## src/bkpd_pkg.sv

```systemverilog
// ----------------------------------------------------------------------------
// bkpd_pkg
// shared types, constants and fixed point helpers for the balance controller
// ----------------------------------------------------------------------------
package bkpd_pkg;

    typedef enum logic [2:0] {
        ST_IDLE,
        ST_CALC,
        ST_DIVK0,
        ST_DIVK1,
        ST_POST,
        ST_OUT
    } t_state;

    typedef enum logic [3:0] {
        CFG_GAIN_ANGLE    = 4'd0,
        CFG_GAIN_RATE     = 4'd1,
        CFG_GAIN_POSITION = 4'd2,
        CFG_GAIN_SPEED    = 4'd3,
        CFG_TILT_CUTOFF   = 4'd4,
        CFG_POS_CLAMP     = 4'd5,
        CFG_ANGLE_NOISE   = 4'd6,
        CFG_BIAS_NOISE    = 4'd7
    } t_cfg_index;

    localparam logic [7:0] CMD_FORWARD   = 8'd1;
    localparam logic [7:0] CMD_BACK      = 8'd2;
    localparam logic [7:0] CMD_TURN_POS  = 8'd3;
    localparam logic [7:0] CMD_TURN_NEG  = 8'd4;

    localparam longint ACC_OFFSET     = 1100;
    localparam longint GYRO_OFFSET    = 30;
    localparam longint ACC_SCALE_Q32  = 18032836;
    localparam longint GYRO_SCALE_Q32 = 261888250;
    localparam longint DT_Q32         = 42949673;
    localparam longint KEEP_Q32       = 64'sd3006477107;
    localparam longint TAKE_Q32       = 64'sd1288490189;
    localparam longint SPEED_CMD      = 80;
    localparam longint TURN_CMD       = 15;
    localparam int     GAIN_BITS      = 12;
    localparam int     NOISE_BITS     = 20;

    // divider control between sequencer and divide unit
    typedef struct packed {
        logic start;
        logic done;
    } t_div_ctl;

    // round half up, then arithmetic shift right
    function automatic logic signed [63:0] rsr(input logic signed [63:0] v, input int s);
        logic signed [63:0] half;
        half = 64'sd1 <<< (s - 1);
        return (v + half) >>> s;
    endfunction

    function automatic logic signed [31:0] sat32(input logic signed [63:0] v);
        logic signed [31:0] r;
        if (v > 64'sd2147483647) begin
            r = 32'sh7fffffff;
        end else if (v < -64'sd2147483648) begin
            r = 32'sh80000000;
        end else begin
            r = v[31:0];
        end
        return r;
    endfunction

    function automatic logic signed [15:0] sat16(input logic signed [63:0] v);
        logic signed [15:0] r;
        if (v > 64'sd32767) begin
            r = 16'sh7fff;
        end else if (v < -64'sd32768) begin
            r = 16'sh8000;
        end else begin
            r = v[15:0];
        end
        return r;
    endfunction

endpackage

```

## src/bkpd_div.sv

```systemverilog
// ----------------------------------------------------------------------------
// bkpd_div
// signed 64 by 32 restoring divider, one quotient bit per cycle, saturated
// ----------------------------------------------------------------------------
module bkpd_div
    import bkpd_pkg::*;
(
    input  logic               i_clk,
    input  logic               i_rst_n,
    input  t_div_ctl           i_ctl,
    input  logic signed [63:0] i_num,
    input  logic signed [31:0] i_den,
    output t_div_ctl           o_ctl,
    output logic signed [31:0] o_quo
);

    logic        r_busy, n_busy;
    logic        r_fin, n_fin;
    logic        r_done, n_done;
    logic [4:0]  r_cnt, n_cnt;
    logic [31:0] r_rem, n_rem;
    logic [31:0] r_lo, n_lo;
    logic [31:0] r_ad, n_ad;
    logic        r_neg, n_neg;
    logic signed [31:0] r_quo, n_quo;

    logic [63:0] w_an;
    logic [31:0] w_ad;
    logic [32:0] w_t;
    logic        w_ge;

    always_comb begin
        w_an = i_num[63] ? 64'(-i_num) : 64'(i_num);
        w_ad = i_den[31] ? 32'(-i_den) : 32'(i_den);
        w_t  = {r_rem, r_lo[31]};
        w_ge = w_t >= {1'b0, r_ad};

        n_busy = r_busy;
        n_fin  = 1'b0;
        n_done = 1'b0;
        n_cnt  = r_cnt;
        n_rem  = r_rem;
        n_lo   = r_lo;
        n_ad   = r_ad;
        n_neg  = r_neg;
        n_quo  = r_quo;

        if (i_ctl.start) begin
            n_neg = i_num[63] ^ i_den[31];
            n_ad  = w_ad;
            if (w_ad == 32'd0) begin
                n_quo  = '0;
                n_done = 1'b1;
            end else if (w_an[63:32] >= w_ad) begin
                // quotient beyond 32 bits
                n_quo  = (i_num[63] ^ i_den[31]) ? 32'sh80000000 : 32'sh7fffffff;
                n_done = 1'b1;
            end else begin
                n_busy = 1'b1;
                n_cnt  = '0;
                n_rem  = w_an[63:32];
                n_lo   = w_an[31:0];
            end
        end else if (r_busy) begin
            n_rem = w_ge ? 32'(w_t - {1'b0, r_ad}) : w_t[31:0];
            n_lo  = {r_lo[30:0], w_ge};
            n_cnt = r_cnt + 5'd1;
            if (r_cnt == 5'd31) begin
                n_busy = 1'b0;
                n_fin  = 1'b1;
            end
        end else if (r_fin) begin
            if (r_neg) begin
                n_quo = (r_lo > 32'h80000000) ? 32'sh80000000 : 32'(-r_lo);
            end else begin
                n_quo = r_lo[31] ? 32'sh7fffffff : r_lo;
            end
            n_done = 1'b1;
        end
    end

    always_ff @(posedge i_clk) begin
        if (!i_rst_n) begin
            r_busy <= 1'b0;
            r_fin  <= 1'b0;
            r_done <= 1'b0;
            r_cnt  <= '0;
        end else begin
            r_busy <= n_busy;
            r_fin  <= n_fin;
            r_done <= n_done;
            r_cnt  <= n_cnt;
        end
    end

    always_ff @(posedge i_clk) begin
        r_rem <= n_rem;
        r_lo  <= n_lo;
        r_ad  <= n_ad;
        r_neg <= n_neg;
        r_quo <= n_quo;
    end

    always_comb begin
        o_ctl.start = r_busy;
        o_ctl.done  = r_done;
        o_quo       = r_quo;
    end

endmodule

```

## config.mk

```make
export PLATFORM = sky130hd
export DESIGN_NAME = bkpd_div
export DESIGN_NICKNAME = d
export VERILOG_FILES = /design/src/bkpd_pkg.sv /design/src/bkpd_div.sv
export SDC_FILE = /design/constraint.sdc
export NUM_CORES = 1
export LEC_CHECK = 0
export ABC_AREA = 1
export ABC_CLOCK_PERIOD_IN_PS = 13800
export BUFFER_PORTS_ARGS = -buffer_cell sky130_fd_sc_hd__buf_4
export CORE_MARGIN = 8
export CORE_UTILIZATION = 50
export CTS_CLUSTER_DIAMETER = 100
export DETAILED_ROUTE_END_ITERATION = 10
export GPL_ROUTABILITY_DRIVEN = 0
export HOLD_SLACK_MARGIN = 0.05
export PLACE_DENSITY = 0.66
export SETUP_SLACK_MARGIN = 0.5
export SLEW_MARGIN = 20
export SYNTH_ARGS = -nofsm -noshare
export SYNTH_HDL_FRONTEND = slang
export SYNTH_SLANG_ARGS = --single-unit
```

## constraint.sdc

```tcl
create_clock -name i_clk -period 13.8 [get_ports i_clk]
set_input_delay 4.14 -clock i_clk [delete_from_list [all_inputs] [get_ports i_clk]]
set_output_delay 4.14 -clock i_clk [all_outputs]
set_load 0.02 [all_outputs]
```

== After elaboration in Yosys (flattened, before gate mapping) ==
Cells that the tools add are included.
Storage, ports and cells
  bits in registers: 137
  logic and storage cells: 67
  bits of input ports: 100
  output and inout port bits: 34
Operators by class
  multiplexer cells: 35
  equality and inequality tests: 5
  bitwise gates (word level): 3
  reductions and logical operators: 7
  $add $sub $neg: 5
  magnitude comparators: 3
Operator list (number)
  two-way mux 32 bit: 18
  two-way mux 64 bit: 1
  negator 32 bit: 2
  negator 64 bit: 1
  >= comparator 33 x 32 -> 1 bit: 1
  >= comparator 32 bit: 1
  > comparator 32 bit, second input constant: 1
  logical NOT 32 bit: 1
  subtractor 32 bit: 1
  two-way mux 31 bit: 1
  two-way mux 5 bit: 4
  two-way mux 1 bit: 11
  != test 2 bit, second input constant: 3
  AND reduction 3 bit: 2
  adder 5 x 1 -> 5 bit, second input constant: 1
  equality test 5 bit, second input constant: 1
  nonzero test 2 bit: 2
  != test 3 x 1 -> 1 bit, second input constant: 1
  OR reduction 3 bit: 1
  NOT 1 bit: 2
  AND reduction 2 bit: 1
  bitwise XOR 1 bit: 1

== Depth between registers and ports, before layout ==
  word-level depth: 6
  gate-level depth with buffers: 27
  mapped depth without buffers: 27

== Worst setup path after synthesis ==
No wires, ideal clock.
  path type: input to register
  from: input i_num[0]
  to: register r_lo[0], enable pin
  slack: 5255 ps
  cell stages on the path: 24
  required time: 13112 ps
  arrival time: 7857 ps
  buffers on the path: 0
  library setup time: 688 ps
  cells stage by stage: inv_1 > ha_1 > inv_1 > nor3_2 > nand2_1 > nor2_4 > nand3_1 > nor2_1 > nand2_1 > nand2_1 > o21ai_1 > a21oi_1 > xor2_1 > inv_1 > ha_1 > nand2_1 > nor2_1 > nand4_1 > nor4_1 > nand4_1 > nand3_1 > inv_1 > nand2_1 > nand2_1
Between the ends
  cells in the longest elaborated chain, start to end: 5
Ends and longest elaborated chain
  start: declaration: line bkpd_div.sv:11  | input logic signed [63:0] i_num,
  negator 64 bit: line bkpd_div.sv:33  | w_an = i_num[63] ? 64'(-i_num) : 64'(i_num);
  two-way mux 64 bit: line bkpd_div.sv:33
  >= comparator 32 bit: line bkpd_div.sv:54  | end else if (w_an[63:32] >= w_ad) begin
  != test 2 bit (no source line)
  AND reduction 3 bit (no source line)
  end signal: assignment: line bkpd_div.sv:98  | r_lo <= n_lo;
  end: declaration: line bkpd_div.sv:22  | logic [31:0] r_lo, n_lo;
No other way between the ends.
A chain may end at the register's enable or synchronous reset.

== Worst setup path in the final report ==
  from: input i_num[0]
  to: register r_rem[4], enable pin
Between the ends
  cells in the longest elaborated chain, start to end: 5
Ends and longest elaborated chain
  negator 64 bit: line bkpd_div.sv:33
  two-way mux 64 bit: line bkpd_div.sv:33
  >= comparator 32 bit: line bkpd_div.sv:54
  != test 2 bit (no source line)
  AND reduction 3 bit (no source line)
  end signal: assignment: line bkpd_div.sv:97  | r_rem <= n_rem;
  end: declaration: line bkpd_div.sv:21  | logic [31:0] r_rem, n_rem;
No other way between the ends.

==> summary.md <==
| Metric | Value |
|---|---|
| Pre-Repair DR Iteration Count | `5` |
| CP Max Fanout | `64` |
| Hold_sp | `r_cnt[3]$_SDFFE_PN0P_` |
| Avg WL per Cell | `17.3 um` |
| # rows | `58` |
| Max incr delay on CP | `0.44 ns` |
| Core Footprint | `25300 um^2` |
| Part of the Yosys area used for sequential elements | `31.3%` |
| Type of origin of the critical path | `input port` |
| Initial DRC Count | `1314` |
| Combinational power share | `37.9%` |
| Synth area leaders | `edfxtp_1 30%, nand2_1 13%, ha_1 6.8%, inv_1 6.7%, nor2_1 6.0%` |
| Vias in the first global route | `11782` |
| DP Cell Count | `2243` |
| Max Clk Rate | `115 MHz` |
| Max-slew violations | `0` |
| Die Area | `31200 um^2` |
| Fin. Hold Viols | `0` |
| Netlist cell types | `50` |
| Fin crit share | `62.9%` |
| Skew final | `0.0107 ns` |
| DR vias | `12632` |
| Synthesized area per cell | `7.04 um^2` |
| Clk pin slew, worst setup/hold paths | `0.08 ns` |
| Internal power | `1010 uW` |
| Fraction of layout cells with a size suffix above 1 | `13.1%` |
| R2R cell count | `12` |
| FF-to-FF End | `r_rem[20]$_DFFE_PP_` |
| Slack of the worst reg-to-reg path | `10.21 ns` |
| Syn Std Cell Area | `12900 um^2` |
| Clock power frac | `27.8%` |
| Asr flop ratio synth | `0%` |
| Status | `finished, final reports clean` |
| CTS max path bufs | `2` |
| Crit end category | `flip-flop` |
| Mapped Cells | `1830` |
| Largest net degree at the start of global routing | `98` |
| Grt ovf | `0` |
| Final setup vio count | `0` |
| Starting Density | `51.0%` |
| Clock latency on the worst-skew pair | `0.44 ns` |
| Port Buffers | `132` |
| Final ANT Viol Nets | `0` |
| Num Clock Sinks | `137` |
| Area added between synthesis and finish | `14.0%` |
| Worst-Margin Slew | `0.907 ns` |
| Antenna violations before repair | `0` |
| Post-synth net total | `2001` |
| GR Util All Layers | `25.1%` |
| Leakage | `0.00664 uW` |
| WHS Endpoint | `r_cnt[3]$_SDFFE_PN0P_` |
| Antenna cells | `0` |
| Yosys top cell area share | `30.1%` |
| RR Startpoint | `r_lo[31]$_DFFE_PP_` |
| Syn. warnings | `0` |
| CTS root buffer | `clkbuf_16` |
| Critical path buffer and inverter count | `6` |
| Width of the die | `177 um` |
| Share of total power in sequential cells | `34.3%` |
| RSZ-0062 raised after global routing | `no` |
| EDFF count, synth | `129` |
| Number of synthesized register bits | `137` |
| Most Frequent Cell on Critical Path | `nand2_1` |
| Die Y | `177 um` |
| Cell taking the most area after synthesis | `edfxtp_1` |
| Ports | `134` |
| Maxcap violations | `0` |
| Post-cts sizing count | `0` |
| First-pass GRT wire length | `62200 um` |
| Primary FF master, synth | `edfxtp_1` |
| Slew Limit Headroom | `39.5%` |
| Crit path DAT | `8.75 ns` |
| Fin cells | `2275` |
| Total negative slack | `0 ns` |
| Total clock buffers created by CTS | `17` |
| Crit-path leading delay family | `simple AND/OR/NAND/NOR gates` |
| # hold bufs at CTS | `0` |
| Drt drc | `0` |
| CTS tree | `yes` |
| Class of the most critical setup path | `in2reg` |
| VDD IR-drop max | `0.0000753 V` |
| Setup bufs post-CTS | `0` |
| Hpwl dp | `31200 um` |
| Tmin final | `8.69 ns` |
| Worst EP required | `13.86 ns` |
| Worst hold-check path type | `reg2reg` |
| Switching Fraction | `39.8%` |
| Htree depth | `4` |
| Vias per Instance | `5.55` |
| DRT Wirelength | `39400 um` |
| Final Net Count | `2103` |
| Psw | `668 uW` |
| CP max stage cell | `xor2_1` |
| FILL cells | `2419` |
| Pwr Density | `114 nW/um^2` |
| Hold Path Stages | `2` |
## worst min-delay path: cells and delay by family (launching register included)
kind,cells,cell delay (ns)
and+or+nand+nor,1,0.08
DFF,1,0.33
AOI/OAI and AO/OA,1,0.04
## cell type report
type	instances	area, um^2	area share (%)
timing repair buffer	138	1040	7.05
inverter	240	902	6.14
clock inverter	15	171	1.17
sequential	137	4030	27.5
tap	330	413	2.81
multi-input combinational	1398	7710	52.5
clock buffer	17	425	2.90
## kinds of logic (layout without fill, tap and decap cells)
| group | count (synthesis) | after routing | share of synthesized area (%) |
|---|---|---|---|
| flip-flops | 137 | 137 | 31.3 |
| adder cells (fa/ha/maj) | 71 | 71 | 6.95 |
| AO/OA/AOI/OAI | 245 | 245 | 10.8 |
| AND/OR/NAND/NOR | 970 | 970 | 34.4 |
| buffers and inverters | 295 | 410 | 8.95 |
| XOR/XNOR | 112 | 112 | 7.61 |
## cell usage after synthesis (2+ instances only)
library cell / number
nand2_1: 445
inv_1: 231
nor2_1: 206
nand3_1: 133
edfxtp_1: 129
o21ai_0: 98
a21oi_1: 83
xor2_1: 74
ha_1: 70
nand3b_1: 39
xnor2_1: 38
clkbuf_1: 32
nand2_2: 29
nor4_1: 27
nand4_1: 25
nor3_1: 23
o221ai_1: 20
o21ai_1: 15
nor2_2: 12
nor2_4: 10
dfxtp_1: 8
inv_2: 8
buf_1: 7
buf_2: 7
buf_4: 7
nor3_2: 6
o21bai_1: 6
a31oi_1: 5
or2_2: 5
o21a_1: 4
a21o_1: 3
nand2_4: 3
o211ai_1: 3
nand3_2: 2
o31ai_1: 2
## power by group through the flow
stage / Combinational [uW] / Clock (uW) / Sequential, uW
2_1_floorplan: 440 / 0 / 580
3_3_place_gp: 616 / 0 / 581
3_5_place_dp: 624 / 0 / 582
4_1_cts: 628 / 475 / 573
5_1_grt: 711 / 489 / 580
6_report: 634 / 466 / 575
## state kept, by name, summed over array words and instances (netlist names)
register and count:
r_neg 1, r_lo 32, r_busy 1, r_done 1, r_cnt 5, r_rem 32
o_quo 32, r_ad 32, r_fin 1
## worst max path at each step
stage,start,to,slack (ns),depth (start not counted)
detailed placement,i_num[0],r_rem[7]$_DFFE_PP_,4.75,26
finish,i_num[0],r_rem[4]$_DFFE_PP_,5.11,26
CTS,i_num[0],r_rem[4]$_DFFE_PP_,5.20,26
global placement,i_num[0],r_rem[7]$_DFFE_PP_,4.83,25
global route,i_num[0],r_rem[4]$_DFFE_PP_,4.84,26
floorplan,i_num[0],r_lo[0]$_DFFE_PP_,5.26,24
## routing by layer
layer	vias up	GRT usage (%)	share of wire (%)
li1	6271	-	-
met1	5724	36.5	47
met2	573	35.6	40
met3	64	5.43	9.6
met4	0	9.35	3.1
met5	-	0	0
## through the flow
step	setup WS, ns	util, %	power (uW)	hold WS [ns]	instance area, um^2
4_1_cts	5.20	58.1	1680	0.499	14700
2_1_floorplan	5.26	-	1020	0.452	12900
5_1_grt	4.84	58.2	1780	0.546	14700
3_5_place_dp	4.75	55.8	1210	0.480	14100
3_3_place_gp	4.83	55.8	1200	0.464	14100
6_report	5.11	58.2	1680	0.492	14700
## cells in the final DEF, fill, tap and decap left out, drive strengths merged, types with 4 or more instances in the layout
cell,n
dfxtp,8
o21bai,6
xor2,74
buf,138
a21oi,84
clkinv,6
ha,70
nand2,477
nand3b,39
nor3,29
o21ai,114
nand4,26
a31oi,6
nor4,28
o21a,4
nand3,136
edfxtp,129
inv,247
clkbuf,17
nor2,229
o221ai,20
xnor2,38
or2,5
Power figures use the tool's default switching activity.
